[config.mk]
export PLATFORM = sky130hd
export DESIGN_NAME = integer_to_ascii_field_formatter
export DESIGN_NICKNAME = d
export VERILOG_FILES = /design/src/ifaf_pkg.sv /design/src/ifaf_rom.sv /design/src/ifaf_seq.sv /design/src/ifaf_dp.sv /design/src/integer_to_ascii_field_formatter.sv
export SDC_FILE = /design/constraint.sdc
export NUM_CORES = 1
export LEC_CHECK = 0
export CAP_MARGIN = 20
export CORE_MARGIN = 8
export CORE_UTILIZATION = 40
export CTS_BUF_LIST = sky130_fd_sc_hd__clkbuf_16
export CTS_CLUSTER_DIAMETER = 60
export DETAILED_ROUTE_END_ITERATION = 10
export DONT_BUFFER_PORTS = 1
export SETUP_SLACK_MARGIN = 0.05
export SLEW_MARGIN = 20
export SYNTH_ARGS = -nofsm -noshare
export SYNTH_HDL_FRONTEND = slang
export SYNTH_HIERARCHICAL = 1
export SYNTH_SLANG_ARGS = --single-unit
[constraint.sdc]
create_clock -name clk -period 9.2 [get_ports clk]
set_clock_uncertainty 0.2 [all_clocks]
set_input_delay 1.84 -clock clk [delete_from_list [all_inputs] [get_ports clk]]
set_output_delay 1.84 -clock clk [all_outputs]
set_load 0.02 [all_outputs]
[src/ifaf_pkg.sv]
// Shared types, microcode encodings and constants for the integer field formatter.
package ifaf_pkg;

    localparam int VALUE_W           = 32;
    localparam int WIDTH_IN_W        = 6;
    localparam int CHAR_W            = 8;
    localparam int DIGIT_W           = 4;
    localparam int DIG_DEPTH         = 12;
    localparam int DIG_IDX_W         = 4;
    localparam int DEFAULT_MAX_WIDTH = 48;

    localparam int STEP_W = 4;
    localparam int OP_W   = 4;
    localparam int COND_W = 4;

    typedef logic [STEP_W-1:0] step_t;
    typedef logic [OP_W-1:0]   op_t;
    typedef logic [COND_W-1:0] cond_t;

    localparam op_t OP_NOP       = 4'd0;
    localparam op_t OP_LOAD      = 4'd1;
    localparam op_t OP_MUL       = 4'd2;
    localparam op_t OP_DIG       = 4'd3;
    localparam op_t OP_LEN       = 4'd4;
    localparam op_t OP_PAD_LEFT  = 4'd5;
    localparam op_t OP_SIGN      = 4'd6;
    localparam op_t OP_PAD_ZERO  = 4'd7;
    localparam op_t OP_DIGIT     = 4'd8;
    localparam op_t OP_PAD_RIGHT = 4'd9;

    localparam cond_t C_NEVER     = 4'd0;
    localparam cond_t C_ALWAYS    = 4'd1;
    localparam cond_t C_MORE_DIG  = 4'd2;
    localparam cond_t C_SKIP_PADL = 4'd3;
    localparam cond_t C_PAD_MORE  = 4'd4;
    localparam cond_t C_NO_SIGN   = 4'd5;
    localparam cond_t C_SKIP_PADZ = 4'd6;
    localparam cond_t C_DIG_MORE  = 4'd7;
    localparam cond_t C_SKIP_PADR = 4'd8;

    localparam logic [1:0] BASE_OCT = 2'd0;
    localparam logic [1:0] BASE_DEC = 2'd1;

    typedef struct packed {
        op_t   op;
        cond_t cond;
        step_t target;
    } ucode_t;

    typedef struct packed {
        op_t  op;
        logic fire;
    } dp_ctrl_t;

    typedef struct packed {
        logic more_dig;
        logic pad_zero;
        logic pad_more;
        logic show_sign;
        logic left;
        logic zfill;
        logic dig_more;
    } dp_stat_t;

    function automatic logic is_emit(input op_t op);
        logic r;
        r = (op == OP_PAD_LEFT) || (op == OP_SIGN) || (op == OP_PAD_ZERO) ||
            (op == OP_DIGIT) || (op == OP_PAD_RIGHT);
        return r;
    endfunction

endpackage

[src/ifaf_rom.sv]
// Microcode store: one control word per sequencer step.
module ifaf_rom (
    input  ifaf_pkg::step_t  step,
    output ifaf_pkg::ucode_t word
);
    import ifaf_pkg::*;

    localparam step_t S_LOAD  = 4'd0;
    localparam step_t S_MUL   = 4'd1;
    localparam step_t S_DIG   = 4'd2;
    localparam step_t S_LEN   = 4'd3;
    localparam step_t S_TPADL = 4'd4;
    localparam step_t S_PADL  = 4'd5;
    localparam step_t S_TSIGN = 4'd6;
    localparam step_t S_SIGN  = 4'd7;
    localparam step_t S_TPADZ = 4'd8;
    localparam step_t S_PADZ  = 4'd9;
    localparam step_t S_DIGIT = 4'd10;
    localparam step_t S_TPADR = 4'd11;
    localparam step_t S_PADR  = 4'd12;
    localparam step_t S_DONE  = 4'd13;

    always_comb
    begin
        unique case (step)
            S_LOAD:  word = '{OP_LOAD,      C_NEVER,     S_LOAD};
            S_MUL:   word = '{OP_MUL,       C_NEVER,     S_LOAD};
            S_DIG:   word = '{OP_DIG,       C_MORE_DIG,  S_MUL};
            S_LEN:   word = '{OP_LEN,       C_NEVER,     S_LOAD};
            S_TPADL: word = '{OP_NOP,       C_SKIP_PADL, S_TSIGN};
            S_PADL:  word = '{OP_PAD_LEFT,  C_PAD_MORE,  S_PADL};
            S_TSIGN: word = '{OP_NOP,       C_NO_SIGN,   S_TPADZ};
            S_SIGN:  word = '{OP_SIGN,      C_NEVER,     S_LOAD};
            S_TPADZ: word = '{OP_NOP,       C_SKIP_PADZ, S_DIGIT};
            S_PADZ:  word = '{OP_PAD_ZERO,  C_PAD_MORE,  S_PADZ};
            S_DIGIT: word = '{OP_DIGIT,     C_DIG_MORE,  S_DIGIT};
            S_TPADR: word = '{OP_NOP,       C_SKIP_PADR, S_LOAD};
            S_PADR:  word = '{OP_PAD_RIGHT, C_PAD_MORE,  S_PADR};
            S_DONE:  word = '{OP_NOP,       C_ALWAYS,    S_LOAD};
            default: word = '{OP_NOP,       C_ALWAYS,    S_LOAD};
        endcase
    end

endmodule

[src/ifaf_seq.sv]
// Sequencer: step counter, condition test and jump over the microcode store.
module ifaf_seq (
    input  logic               clk,
    input  logic               rst_n,
    input  logic               in_valid,
    input  logic               out_free,
    input  ifaf_pkg::dp_stat_t stat,
    output ifaf_pkg::dp_ctrl_t ctrl,
    output logic               in_ready
);
    import ifaf_pkg::*;

    step_t  step_reg;
    step_t  step_next;
    ucode_t uw;
    logic   fire;
    logic   cond_true;

    ifaf_rom u_rom (
        .step (step_reg),
        .word (uw)
    );

    always_comb
    begin
        fire = 1'b1;
        if (uw.op == OP_LOAD)
            fire = in_valid;
        else if (is_emit(uw.op))
            fire = out_free;

        unique case (uw.cond)
            C_NEVER:     cond_true = 1'b0;
            C_ALWAYS:    cond_true = 1'b1;
            C_MORE_DIG:  cond_true = stat.more_dig;
            C_SKIP_PADL: cond_true = stat.left || stat.zfill || stat.pad_zero;
            C_PAD_MORE:  cond_true = stat.pad_more;
            C_NO_SIGN:   cond_true = !stat.show_sign;
            C_SKIP_PADZ: cond_true = stat.left || !stat.zfill || stat.pad_zero;
            C_DIG_MORE:  cond_true = stat.dig_more;
            C_SKIP_PADR: cond_true = !stat.left || stat.pad_zero;
            default:     cond_true = 1'b1;
        endcase

        if (!fire)
            step_next = step_reg;
        else if (cond_true)
            step_next = uw.target;
        else
            step_next = step_reg + 1'b1;

        ctrl.op   = uw.op;
        ctrl.fire = fire;
        in_ready  = (uw.op == OP_LOAD);
    end

    always_ff @(posedge clk or negedge rst_n)
    begin
        if (!rst_n)
            step_reg <= '0;
        else
            step_reg <= step_next;
    end

endmodule

[src/ifaf_dp.sv]
// Datapath: operand prep, digit extraction, digit stack, padding count and output register.
module ifaf_dp #(
    parameter int MAX_WIDTH = ifaf_pkg::DEFAULT_MAX_WIDTH
) (
    input  logic                            clk,
    input  logic                            rst_n,
    input  ifaf_pkg::dp_ctrl_t              ctrl,
    input  logic [ifaf_pkg::VALUE_W-1:0]    value,
    input  logic [1:0]                      base_code,
    input  logic [ifaf_pkg::WIDTH_IN_W-1:0] field_width,
    input  logic                            signed_mode,
    input  logic                            always_sign,
    input  logic                            zero_fill,
    input  logic                            left_justify,
    input  logic                            lower_hex,
    input  logic                            half_word,
    input  logic                            out_ready,
    output logic                            out_valid,
    output logic [ifaf_pkg::CHAR_W-1:0]     out_char,
    output logic                            last_char,
    output logic                            out_free,
    output ifaf_pkg::dp_stat_t              stat
);
    import ifaf_pkg::*;

    localparam int PAD_W  = $clog2(MAX_WIDTH + 1);
    localparam int CMP_W  = (PAD_W > WIDTH_IN_W) ? PAD_W : WIDTH_IN_W;
    localparam int PROD_W = 2 * VALUE_W;
    localparam int DEC_SHIFT = 35;
    localparam logic [VALUE_W-1:0] RECIP_DEC = 32'hCCCC_CCCD;
    localparam logic [CHAR_W-1:0] CH_SPACE = 8'h20;
    localparam logic [CHAR_W-1:0] CH_ZERO  = 8'h30;
    localparam logic [CHAR_W-1:0] CH_MINUS = 8'h2D;
    localparam logic [CHAR_W-1:0] CH_PLUS  = 8'h2B;
    localparam logic [CHAR_W-1:0] LOWER_BIT = 8'h20;
    localparam logic [CHAR_W-1:0] DIGIT_TABLE [16] = '{
        8'h30, 8'h31, 8'h32, 8'h33, 8'h34, 8'h35, 8'h36, 8'h37,
        8'h38, 8'h39, 8'h41, 8'h42, 8'h43, 8'h44, 8'h45, 8'h46
    };

    logic [VALUE_W-1:0]   mag_reg;
    logic [PROD_W-1:0]    prod_reg;
    logic [1:0]           base_reg;
    logic [PAD_W-1:0]     width_reg;
    logic                 neg_reg;
    logic                 show_sign_reg;
    logic                 zfill_reg;
    logic                 left_reg;
    logic                 lower_reg;
    logic [DIG_IDX_W-1:0] nd_reg;
    logic [PAD_W-1:0]     pad_reg;
    logic [DIGIT_W-1:0]   dig_reg [DIG_DEPTH];
    logic [CHAR_W-1:0]    out_char_reg;
    logic                 last_reg;
    logic                 out_valid_reg;

    logic                 neg_in;
    logic [VALUE_W-1:0]   abs_in;
    logic [VALUE_W-1:0]   mag_in;
    logic [CMP_W-1:0]     fw_ext;
    logic [PAD_W-1:0]     width_in;
    logic [VALUE_W-1:0]   quot;
    logic [VALUE_W-1:0]   rem_full;
    logic [DIGIT_W-1:0]   rem;
    logic [DIG_IDX_W-1:0] len;
    logic [PAD_W-1:0]     len_ext;
    logic [PAD_W-1:0]     pad_new;
    logic [DIG_IDX_W-1:0] nd_m1;
    logic [DIGIT_W-1:0]   top_digit;
    logic [CHAR_W-1:0]    emit_char;
    logic                 emit_last;
    logic                 emit_fire;
    logic                 do_fire;

    always_comb
    begin
        neg_in   = signed_mode & value[VALUE_W-1];
        abs_in   = neg_in ? (~value + 1'b1) : value;
        mag_in   = half_word ? {16'h0000, abs_in[15:0]} : abs_in;
        fw_ext   = CMP_W'(field_width);
        width_in = (fw_ext > CMP_W'(MAX_WIDTH)) ? PAD_W'(MAX_WIDTH) : fw_ext[PAD_W-1:0];

        case (base_reg)
            BASE_OCT:
            begin
                quot     = mag_reg >> 3;
                rem_full = {29'd0, mag_reg[2:0]};
            end
            BASE_DEC:
            begin
                quot     = {{DEC_SHIFT - VALUE_W{1'b0}}, prod_reg[PROD_W-1:DEC_SHIFT]};
                rem_full = mag_reg - ({quot[VALUE_W-4:0], 3'b000} + {quot[VALUE_W-2:0], 1'b0});
            end
            default:
            begin
                quot     = mag_reg >> 4;
                rem_full = {28'd0, mag_reg[3:0]};
            end
        endcase
        rem = rem_full[DIGIT_W-1:0];

        len     = nd_reg + {{DIG_IDX_W-1{1'b0}}, show_sign_reg};
        len_ext = PAD_W'(len);
        pad_new = (width_reg > len_ext) ? (width_reg - len_ext) : '0;

        nd_m1     = nd_reg - 1'b1;
        top_digit = dig_reg[nd_m1];

        emit_last = 1'b0;
        case (ctrl.op)
            OP_SIGN:     emit_char = neg_reg ? CH_MINUS : CH_PLUS;
            OP_PAD_ZERO: emit_char = CH_ZERO;
            OP_DIGIT:
            begin
                emit_char = DIGIT_TABLE[top_digit] | (lower_reg ? LOWER_BIT : '0);
                emit_last = (nd_reg == DIG_IDX_W'(1)) && (!left_reg || (pad_reg == '0));
            end
            OP_PAD_RIGHT:
            begin
                emit_char = CH_SPACE;
                emit_last = (pad_reg == PAD_W'(1));
            end
            default:     emit_char = CH_SPACE;
        endcase

        do_fire   = ctrl.fire;
        emit_fire = do_fire && is_emit(ctrl.op);
        out_free  = !out_valid_reg || out_ready;

        stat.more_dig  = (quot != '0) && (nd_reg < DIG_IDX_W'(DIG_DEPTH - 1));
        stat.pad_zero  = (pad_reg == '0);
        stat.pad_more  = (pad_reg > PAD_W'(1));
        stat.show_sign = show_sign_reg;
        stat.left      = left_reg;
        stat.zfill     = zfill_reg;
        stat.dig_more  = (nd_reg > DIG_IDX_W'(1));
    end

    always_ff @(posedge clk or negedge rst_n)
    begin
        if (!rst_n)
        begin
            out_valid_reg <= 1'b0;
            nd_reg        <= '0;
            pad_reg       <= '0;
        end
        else
        begin
            if (emit_fire)
                out_valid_reg <= 1'b1;
            else if (out_ready)
                out_valid_reg <= 1'b0;

            if (do_fire)
            begin
                case (ctrl.op)
                    OP_LOAD:   nd_reg <= '0;
                    OP_DIG:    nd_reg <= nd_reg + 1'b1;
                    OP_DIGIT:  nd_reg <= nd_m1;
                    default:   nd_reg <= nd_reg;
                endcase
                case (ctrl.op)
                    OP_LEN:                              pad_reg <= pad_new;
                    OP_PAD_LEFT, OP_PAD_ZERO, OP_PAD_RIGHT: pad_reg <= pad_reg - 1'b1;
                    default:                             pad_reg <= pad_reg;
                endcase
            end
        end
    end

    always_ff @(posedge clk)
    begin
        if (do_fire && (ctrl.op == OP_LOAD))
        begin
            mag_reg       <= mag_in;
            base_reg      <= base_code;
            width_reg     <= width_in;
            neg_reg       <= neg_in;
            show_sign_reg <= neg_in | always_sign;
            zfill_reg     <= zero_fill;
            left_reg      <= left_justify;
            lower_reg     <= lower_hex;
        end
        if (do_fire && (ctrl.op == OP_MUL))
            prod_reg <= PROD_W'(mag_reg) * PROD_W'(RECIP_DEC);
        if (do_fire && (ctrl.op == OP_DIG))
        begin
            dig_reg[nd_reg] <= rem;
            mag_reg         <= quot;
        end
        if (emit_fire)
        begin
            out_char_reg <= emit_char;
            last_reg     <= emit_last;
        end
    end

    assign out_valid = out_valid_reg;
    assign out_char  = out_char_reg;
    assign last_char = last_reg;

endmodule

[src/integer_to_ascii_field_formatter.sv]
// Top level: printf-style integer field formatter, one ASCII character per output transaction.
// Items are taken one at a time: a new input is accepted only once the last character of the
//   previous one has been registered; the sequencer spends two steps per digit and one per character.
// The first character is registered after digit extraction and the padding count step.
// Output backpressure stalls the sequencer on its emit step; the next item is taken after the last.
// Reset: rst_n asynchronously returns the sequencer to its load step and clears output valid.
module integer_to_ascii_field_formatter #(
    parameter int MAX_WIDTH = ifaf_pkg::DEFAULT_MAX_WIDTH
) (
    input  logic        clk,
    input  logic        rst_n,
    input  logic        s_tvalid,
    output logic        s_tready,
    input  logic [39:0] s_tdata,   // value[31:0], field_width[37:32], bits 39:38 unused
    input  logic [7:0]  s_tuser,   // base_code[1:0], signed_mode, always_sign, zero_fill,
                                   // left_justify, lower_hex, half_word
    output logic        m_tvalid,
    input  logic        m_tready,
    output logic [7:0]  m_tdata,   // out_char[7:0]
    output logic        m_tlast    // last_char
);
    import ifaf_pkg::*;

    dp_ctrl_t ctrl;
    dp_stat_t stat;
    logic     out_free;

    ifaf_seq u_seq (
        .clk      (clk),
        .rst_n    (rst_n),
        .in_valid (s_tvalid),
        .out_free (out_free),
        .stat     (stat),
        .ctrl     (ctrl),
        .in_ready (s_tready)
    );

    ifaf_dp #(
        .MAX_WIDTH (MAX_WIDTH)
    ) u_dp (
        .clk          (clk),
        .rst_n        (rst_n),
        .ctrl         (ctrl),
        .value        (s_tdata[31:0]),
        .base_code    (s_tuser[1:0]),
        .field_width  (s_tdata[37:32]),
        .signed_mode  (s_tuser[2]),
        .always_sign  (s_tuser[3]),
        .zero_fill    (s_tuser[4]),
        .left_justify (s_tuser[5]),
        .lower_hex    (s_tuser[6]),
        .half_word    (s_tuser[7]),
        .out_ready    (m_tready),
        .out_valid    (m_tvalid),
        .out_char     (m_tdata),
        .last_char    (m_tlast),
        .out_free     (out_free),
        .stat         (stat)
    );

endmodule
# Word level (Yosys, flattened, before mapping)
# Memory sizes are Yosys's and may differ from the RTL's.
# Cells that the tools add are included.
[word_totals] regBits=133 latchBits=0 ram_bits=48 mem_bits_ro=320 wordCells=112 memories=3
[memory_table] name="(name not given)" words=16 width=12 read_ports=1 rd_ports_with_merged_regs=0 write_ports=0 line_no="ifaf_rom.sv:25" source="unique case (step)"
[memory_table] name="(name not given)" words=16 width=8 read_ports=1 rd_ports_with_merged_regs=0 write_ports=0 line_no="ifaf_dp.sv:115" source="emit_char = DIGIT_TABLE[top_digit] | (lower_reg ? LOWER_BIT : '0);"
[memory_table] name="u_dp.dig_reg" words=12 width=4 read_ports=1 rd_ports_with_merged_regs=0 write_ports=1 line_no="ifaf_dp.sv:52" source="logic [DIGIT_W-1:0] dig_reg [DIG_DEPTH];"
[op_classes] add_sub_neg=9 multipliers=1 div_mod_pow=0 magnitude_cmp=6 n_eq_ne=19 shifts=0 n_mux=23 n_bitwise=5 n_reduce_logical=31
[ops] operator="$mux W32" n=4
[ops] operator="$mul A32 B32 Y64 const B" n=1
[ops] operator="$pmux W29 S2" n=1
[ops] operator="$add A32 B1 Y32 const B" n=1
[ops] operator="$eq A4 B3 Y1 const B" n=8
[ops] operator="$not A32 Y32" n=1
[ops] operator="$reduce_bool A32 Y1" n=1
[ops] operator="$pmux W8 S3" n=1
[ops] operator="$eq A4 B2 Y1 const B" n=4
[ops] operator="$mux W8" n=2
[ops] operator="$eq A4 B4 Y1 const B" n=3
[ops] operator="$mux W6" n=2
[ops] operator="$pmux W4 S3" n=1
[ops] operator="$pmux W6 S2" n=1
[ops] operator="$logic_or A1 B1 Y1" n=10
[ops] operator="$add A4 B1 Y4 const B" n=2
[ops] operator="$eq A4 B1 Y1 const B" n=2
[ops] operator="$or A8 B8 Y8" n=1
[ops] operator="$pmux W1 S8" n=1
[ops] operator="$pmux W4 S2" n=1
[ops] operator="$eq A6 B1 Y1 const B" n=1
[ops] operator="$gt A6 B1 Y1 const B" n=1
[ops] operator="$gt A6 B4 Y1" n=1
[ops] operator="$gt A6 B6 Y1 const B" n=1
[ops] operator="26 further kinds" n=42

# Depth between registers and ports, before layout
# Gate-level depths: netlist of the first run.
# An unclocked memory read counts as a cell.
[depth] depth_word=11 depth_mapped=26 mapped_depth_nobuf=25

# By module
# Netlist of the first run, hierarchy kept.
[by_module_without_submodules] mod="ifaf_dp" instances=1 cells_per_inst=2346 area_per_inst_um2=24229.5 seq_area_each_um2=4179.0
[by_module_without_submodules] mod="ifaf_seq" instances=1 cells_per_inst=42 area_per_inst_um2=379.1 seq_area_each_um2=100.1
[by_module_without_submodules] mod="ifaf_rom" instances=1 cells_per_inst=47 area_per_inst_um2=335.3 seq_area_each_um2=0.0

# Least setup slack after synthesis of the first run
# OpenSTA, ideal clock, no wires.
[synth_path] kind="reg-to-reg" start="register u_dp.mag_reg[11]" end="register u_dp.prod_reg[63], data pin" arrival_ns=6.318 required_time_ns=8.738 setup_slack_ns=2.420 stages_incl_launch_ff=24 period_less_slack_ns=6.780 path_cell_list="edfxtp_1 ha_1 clkbuf_1 xor2_1 ha_1 a21o_1 fa_1 inv_1 fa_1 inv_1 fa_1 fa_1 fa_1 fa_1 ha_1 and2_1 nand2_1 or3_1 nor2_1 o21ai_1 and3b_1 o31a_1 mux2_1 nand3_1"
[synth_between] elab_chain_len=1
[synth_lines] element="start: declaration" line_no="ifaf_dp.sv:41" source="logic [VALUE_W-1:0] mag_reg;"
[synth_lines] element="start signal: assignment" line_no="ifaf_dp.sv:175" source="mag_reg <= mag_in;"
[synth_lines] element="start signal: assignment" line_no="ifaf_dp.sv:189" source="mag_reg <= quot;"
[synth_lines] element="$mul A32 B32 Y64" line_no="ifaf_dp.sv:185" source="prod_reg <= PROD_W'(mag_reg) * PROD_W'(RECIP_DEC);"
[synth_lines] element="end signal: assignment" line_no="ifaf_dp.sv:185"
[synth_lines] element="end: declaration" line_no="ifaf_dp.sv:42" source="logic [PROD_W-1:0] prod_reg;"
# Every way passes these cells.
# A chain may end at the register's enable or synchronous reset.

# Worst setup path after layout of the first run
[layout_path] start="register u_dp.mag_reg[12]" end="register u_dp.prod_reg[63], data pin"
# Same word-level chain as after synthesis.

==> results of run 1 <==
-- cells in the final DEF (no fill, tap or decap), types with 4 or more instances in the layout --
cell	count
or4_1	6
nand2_1	107
a31oi_1	4
nor2b_1	14
ha_1	370
xnor2_1	45
o21bai_1	9
a21boi_0	4
fa_1	387
xor2_1	76
o22ai_1	19
o21ai_0	84
nor2_1	96
mux2i_1	38
a211oi_1	7
nand3_1	15
inv_1	548
inv_6	4
o31ai_1	9
and2_1	22
buf_4	15
o21ai_1	10
nor3b_1	8
clkbuf_16	17
mux4_2	12
nor3_1	18
dfrtp_1	15
nand2b_1	20
nand4_1	19
a21o_1	47
a21oi_1	124
edfxtp_1	130
nor4_1	8
and3_1	16
o21a_1	8
-- cell usage after synthesis (22+ instances only) --
master,n,area [um2]
and2_1,22,138
mux2i_1,38,380
a21oi_1,124,621
edfxtp_1,130,3900
ha_1,370,4630
xor2_1,76,666
nand2_1,107,402
a21o_1,47,353
o21ai_0,87,435
xnor2_1,45,394
inv_1,548,2060
clkbuf_1,45,169
fa_1,387,7750
nor2_1,97,364
-- layer usage --
layer | up-vias | wire length, um | GRT usage, %
li1 | 7929 | - | -
met2 | 499 | 32900 | 32.5
met4 | 0 | 1890 | 5.48
met5 | - | 0 | 0
met3 | 93 | 3370 | 2.57
met1 | 8851 | 29700 | 26.2
-- worst register-to-register path, stage by stage (launching register included) --
cell and delay [ns]:
edfxtp_1 0.66, ha_1 0.51, inv_1 0.24, fa_1 0.55
inv_1 0.05, fa_1 0.51, inv_1 0.08, fa_1 0.51
inv_1 0.06, fa_1 0.56, fa_1 0.43, fa_1 0.51
fa_1 0.43, ha_1 0.45, and2_1 0.22, nand2_1 0.11
or3_1 0.41, nor2_1 0.13, o21ai_1 0.27, and3b_1 0.37
o31a_1 0.42, mux2_1 0.24, nand3_1 0.07
-- through the flow --
| stage | cells | util, % | setup slack [ns] | cell area, um2 | hold WS, ns |
|---|---|---|---|---|---|
| 2_1_floorplan | 2435 | - | 2.42 | 24900 | 0.284 |
| 3_3_place_gp | 3230 | 41.9 | 1.09 | 25900 | 0.312 |
| 3_5_place_dp | 3231 | 41.9 | 1.06 | 25900 | 0.310 |
| 4_1_cts | 3263 | 42.8 | 1.01 | 26400 | 0.327 |
| 5_1_grt | 3264 | 42.9 | 0.744 | 26500 | 0.355 |
| 6_report | 3264 | 42.9 | 0.965 | 26500 | 0.327 |
-- cell families after synthesis --
logic type                 after synthesis
other                                    1
adders and majority gates              757
and+or+nand+nor                        383
buffers and inverters                  606
DFF                                    145
muxes                                   52
xor gates and xnor gates               121
AOI/OAI and AO/OA                      370
-- path summary, 6_finish.rpt --
kind | startpoint | endpoint | slack, ns | cells after the start
setup / recovery | u_dp/mag_reg[12] | u_dp/prod_reg[63] | 0.96 | 22
hold / removal | u_dp/lower_reg | u_dp/out_char[5] | 0.33 | 2
setup reg to reg | u_dp/mag_reg[12] | u_dp/prod_reg[63] | 0.96 | 22
hold reg to reg | u_dp/lower_reg | u_dp/out_char[5] | 0.33 | 2
max in group asynchronous | rst_n | u_dp/pad_reg[2] | 7.83 | 0
min in group asynchronous | rst_n | u_dp/out_valid | 0.89 | 0
-- cell type report --
cell class,count,area (um2)
Inverter,549,2060
Fill cell,6018,35300
Sequential cell,145,4280
Timing Repair Buffer,17,123
Tap cell,837,1050
Clock buffer,17,425
Clock inverter,15,149
Multi-Input combinational cell,1684,18400
==> results by group, run 1 <==
STA
  – RSZ-0062 raised after global routing: false
  – Pins Over Slew Limit: 0
  – Max Freq: 121 MHz
  – Tightest Pin Transition: 0.998 ns
  – Fin crit share: 89.5%
  – Post-layout min period: 8.24 ns
  – Setup-failing EPs final: 0
  – Fin. Hold Viols: 0
  – Setup Total Neg Slack: 0 ns
  – Slew headroom: 32.8%

Drt
  – Initial DRC count: 1243
  – Routed len/inst: 20.8 um
  – Via-to-Cell Ratio: 5.32
  – # DRC: 0
  – Vias: 17372
  – Total wire length: 67.8 mm
  – ANT nets after route: 0
  – First-pass DRT Iterations: 6

Logic synthesis
  – Main synth FF type: edfxtp_1
  – Synth unique cells: 87
  – Synth Area in Compound Gates: 9.18%
  – YS warnings: 6
  – Post-Synth XOR/XNOR Area: 4.25%
  – Syn_area_per_cell: 10.2 um2
  – Largest family of logic cells by synthesized area: adder cells
  – Post-synth ARST share: 10.3%
  – #FFs+latches synth: 145
  – Synth Area in Simple Gates: 7.80%
  – Multiplexer area fraction after synthesis: 2.70%
  – Sequential fraction of the synthesis area: 17.2%
  – Mapped Nets: 3244
  – Synthesized area: 24900 um2
  – Cells after Synth: 2435
  – EDFF count, synth: 130
  – Adder-cell share of the synthesized area: 49.6%

Global routing
  – Total gr overflow: 0
  – Number of global-route vias before repair: 18273
  – Antenna violations before repair: 0
  – Largest net degree at the start of global routing: 60
  – GRT Util Overall: 19.4%
  – Global-route wire length before repair: 106 mm

Setup path
  – CP endpoint kind: flop
  – CP most frequent cell: fa_1
  – Crit start category: flop
  – Setup Crit Path Kind: flop to flop
  – Delay of the slowest critical-path stage: 0.66 ns
  – CP cell instances: ha_1 -> inv_1 -> fa_1 -> inv_1 -> fa_1 -> inv_1 -> fa_1 -> inv_1 -> fa_1 -> fa_1 -> fa_1 -> fa_1 -> ha_1 -> and2_1 -> nand2_1 -> or3_1 -> nor2_1 -> o21ai_1 -> and3b_1 -> o31a_1 -> mux2_1 -> nand3_1
  – Crit path DAT: 8.22 ns
  – Crit path buffers/inverters: 4
  – Critical path's top delay family: adder cells
  – Slowest cell on crit path: edfxtp_1
  – Max FO, Critical Path: 8
  – CP required: 9.18 ns

Job
  – Number of max-cap violations: 0

Placed design
  – Routability cong.: 0.935
  – Post-DP HPWL: 58.3 mm
  – Port bufs: 0

Clock network
  – CTS Buf Count: 17
  – CTS tree: done
  – Cts hold-fix bufs: 0
  – Skew-Pair Late Insertion Delay: 0.44 ns
  – Post-CTS Setup Repair Bufs: 0
  – Post-CTS sizing: 0
  – H-tree depth: 4
  – Clock sinks: 145
  – Worst-path clk slew: 0.07 ns
  – Clock root cell: clkbuf_16
  – CTS max path bufs: 2

Final layout
  – Share of cells above drive strength 1: 3.50%
  – Area Overhead vs Synth: 6.05%
  – Max reg flops: 48
  – Number of diodes: 0
  – NumNets Final: 3223

Die
  – Die Area: 70600 um2
  – Initial Util: 40.4%
  – Die X: 266 um
  – FP Rows: 91
  – Die Ht: 266 um
  – IO Pins: 63
  – Core Area: 61700 um2

Hold path
  – Worst hold path class: flop to flop

Status
  – Status: completed
Power of run 1 is left out: the tool's default activity adds up to more than one toggle a clock period on the data nets, which glitch-free logic cannot reach.
==> run 2, diff against run 1 <==
--- a/config.mk
+++ b/config.mk
@@ -5,13 +5,13 @@
 export SDC_FILE = /design/constraint.sdc
 export NUM_CORES = 1
 export LEC_CHECK = 0
+export BUFFER_PORTS_ARGS = -buffer_cell sky130_fd_sc_hd__buf_2
 export CAP_MARGIN = 20
 export CORE_MARGIN = 8
-export CORE_UTILIZATION = 40
+export CORE_UTILIZATION = 30
 export CTS_BUF_LIST = sky130_fd_sc_hd__clkbuf_16
 export CTS_CLUSTER_DIAMETER = 60
 export DETAILED_ROUTE_END_ITERATION = 10
-export DONT_BUFFER_PORTS = 1
 export SETUP_SLACK_MARGIN = 0.05
 export SLEW_MARGIN = 20
 export SYNTH_ARGS = -nofsm -noshare
==> constraint.sdc (replaced) <==
create_clock -name clk -period 9.2 [get_ports clk]
set_clock_uncertainty 0.2 [all_clocks]
set_input_delay 1.84 -clock clk [delete_from_list [all_inputs] [get_ports clk]]
set_output_delay 1.84 -clock clk [all_outputs]
set_load 0.01 [all_outputs]
==> run 2 against run 1 <==
  * Final cell count up 9.3%
  * Worst hold slack gained 0.019 ns
  * Largest cell class unchanged
  * Register-to-register slack got worse by 0.12 ns
  * Die area grew 31%
  * Critical endpoint is now u_dp/prod_reg[58]
  * Flip-flop and latch count is the same
==> results by group, run 2 (synthesis gave the netlist of run 1 again) <==
STA
  – Fin crit share: 90.8% (+1.3 points)
  – Post-layout min period: 8.35 ns (+0.115 ns)
  – Pins Over Slew Limit: 0 (unchanged)
  – Slew headroom: 40.8% (+8.0 points)
  – Setup Total Neg Slack: 0 ns (unchanged)
  – Hold WS: 0.346 ns (+0.0188 ns)
  – Max Freq: 120 MHz (-1.4%)
  – Setup-failing EPs final: 0 (unchanged)
  – Fin. Hold Viols: 0 (unchanged)
  – Tightest Pin Transition: 0.879 ns (-0.119 ns)
  – RSZ-0062 raised after global routing: false

Setup path
  – Setup Crit Path Kind: flop to flop
  – R2R depth: 22 (unchanged)
  – Max FO, Critical Path: 7 (-1)
  – Crit path DAT: 8.34 ns (+0.12 ns)
  – CP endpoint kind: flop
  – Crit start category: flop
  – CP required: 9.19 ns (about the same)

Clock network
  – H-tree depth: 4 (unchanged)
  – Skew-Pair Late Insertion Delay: 0.44 ns (about the same)
  – Worst-path clk slew: 0.07 ns (about the same)
  – Post-CTS Setup Repair Bufs: 0 (unchanged)
  – CTS tree: done
  – Cts hold-fix bufs: 0 (unchanged)
  – CTS Buf Count: 17 (unchanged)
  – Clock root cell: clkbuf_16
  – Clock sinks: 145 (unchanged)
  – CTS max path bufs: 2 (unchanged)
  – Post-CTS sizing: 0 (unchanged)

Drt
  – Vias: 17285 (-0.50%)
  – Total wire length: 66.7 mm (-1.6%)
  – Uppermost routed layer: met4
  – Routed len/inst: 18.7 um (-10%)
  – Met2 wire length: 31.9 mm (-3.0%)
  – M1 WL: 29.8 mm (+0.42%)
  – First-pass DRT Iterations: 5 (-1)
  – # DRC: 0 (unchanged)
  – DR WL met3: 3.81 mm (+13%)
  – ANT nets after route: 0 (unchanged)
  – Initial DRC count: 1390 (+12%)
  – Via-to-Cell Ratio: 4.85 (-9.0%)

Final layout
  – Design area: 27100 um2 (+2.6%)
  – Most frequent cells in the layout: inv_1, fa_1, ha_1, edfxtp_1, a21oi_1
  – Max reg flops: 48 (unchanged)
  – Share of cells above drive strength 1: 6.09% (+2.6 points)
  – Fillers: 8443 (+40%)
  – Area Overhead vs Synth: 8.80%
  – Commonest non-fill, non-tap cell in the layout: inv_1
  – NumNets Final: 3292 (+2.1%)

Die
  – FP Rows: 105 (+15%)
  – IO Pins: 63 (unchanged)
  – Die Area: 92600 um2 (+31%)
  – Core Area: 82200 um2 (+33%)
  – Die X: 304 um (+15%)
  – Initial Util: 30.3% (-10 points)
  – Die Ht: 304 um (+15%)

Status
  – Status: completed

Placed design
  – Placed Area: 26500 um2 (+2.6%)
  – Routability cong.: 0.927 (-0.80%)
  – Post-DP HPWL: 57.6 mm (-1.2%)
  – Port bufs: 59 (+59)

Global routing
  – Global-route wire length before repair: 104 mm (-2.3%)
  – Antenna violations before repair: 1 (+1)
  – Largest net degree at the start of global routing: 60 (unchanged)
  – GRT Util Overall: 14.3% (-5.1 points)
  – Total gr overflow: 0 (unchanged)
  – Number of global-route vias before repair: 17607 (-3.6%)

Job
  – Number of max-cap violations: 0 (unchanged)

Hold path
  – WHS Path Cells: 2 (unchanged)
  – Worst hold path class: flop to flop
==> run 2: cell types whose count changed in the layout (fill, tap and decap cells not counted), moves of 3 or more <==
cell	previous run	this run
clkinv_4	3	0
buf_4	15	27
clkinv_8	0	3
inv_8	3	7
buf_2	2	59
==> run 2: per-stage QoR <==
step / utilization, % / worst slack [ns] / instances
final: 33.0 / 0.849 / 3567
after global routing: 33.0 / 0.597 / 3566
after CTS: 33.0 / 0.984 / 3565
after detailed placement: 32.3 / 1.02 / 3533
after global placement: 32.2 / 0.991 / 3533
after floorplan: - / 2.42 / 2435
==> run 2: final timing paths <==
check / from / end / slack, ns
min: u_dp/lower_reg / u_dp/out_char[5] / 0.35
max: u_dp/mag_reg[20] / u_dp/prod_reg[58] / 0.85
max reg2reg: u_dp/mag_reg[20] / u_dp/prod_reg[58] / 0.85
max in group asynchronous: rst_n / u_dp/nd_reg[1] / 7.40
min in group asynchronous: rst_n / u_dp/out_valid / 1.11
min reg2reg: u_dp/lower_reg / u_dp/out_char[5] / 0.35
==> run 2: worst max-delay path, stage by stage (launching register included) <==
cell       delay, ns
edfxtp_1        0.62
ha_1            0.69
inv_1           0.18
fa_1            0.53
inv_1           0.06
fa_1            0.50
inv_1           0.05
fa_1            0.50
inv_1           0.05
fa_1            0.57
fa_1            0.50
fa_1            0.52
inv_1           0.05
fa_1            0.48
inv_1           0.04
ha_1            0.50
nand4_1         0.27
nor2_1          0.28
o2111ai_1       0.39
a21boi_0        0.48
o21ai_0         0.30
a21oi_1         0.23
xor2_1          0.08
==> run 2: final cells by class <==
class / instances / area [um2] / share of cell area, %
antenna: 1 / 2.50 / 0.00922
clock buffer: 17 / 425 / 1.57
clock inverter: 15 / 178 / 0.655
inverter: 549 / 2060 / 7.59
multi-input combinational: 1684 / 18400 / 67.6
sequential: 145 / 4280 / 15.8
tap: 1070 / 1340 / 4.93
timing repair buffer: 86 / 498 / 1.83
==> run 2: layer usage <==
metal,track usage [%],vias to the layer above
met2,23.7,471
met1,19.6,8697
met3,2.41,59
met5,0,-
met4,2.79,0
li1,-,8058
Power of run 2 is left out for the same reason.
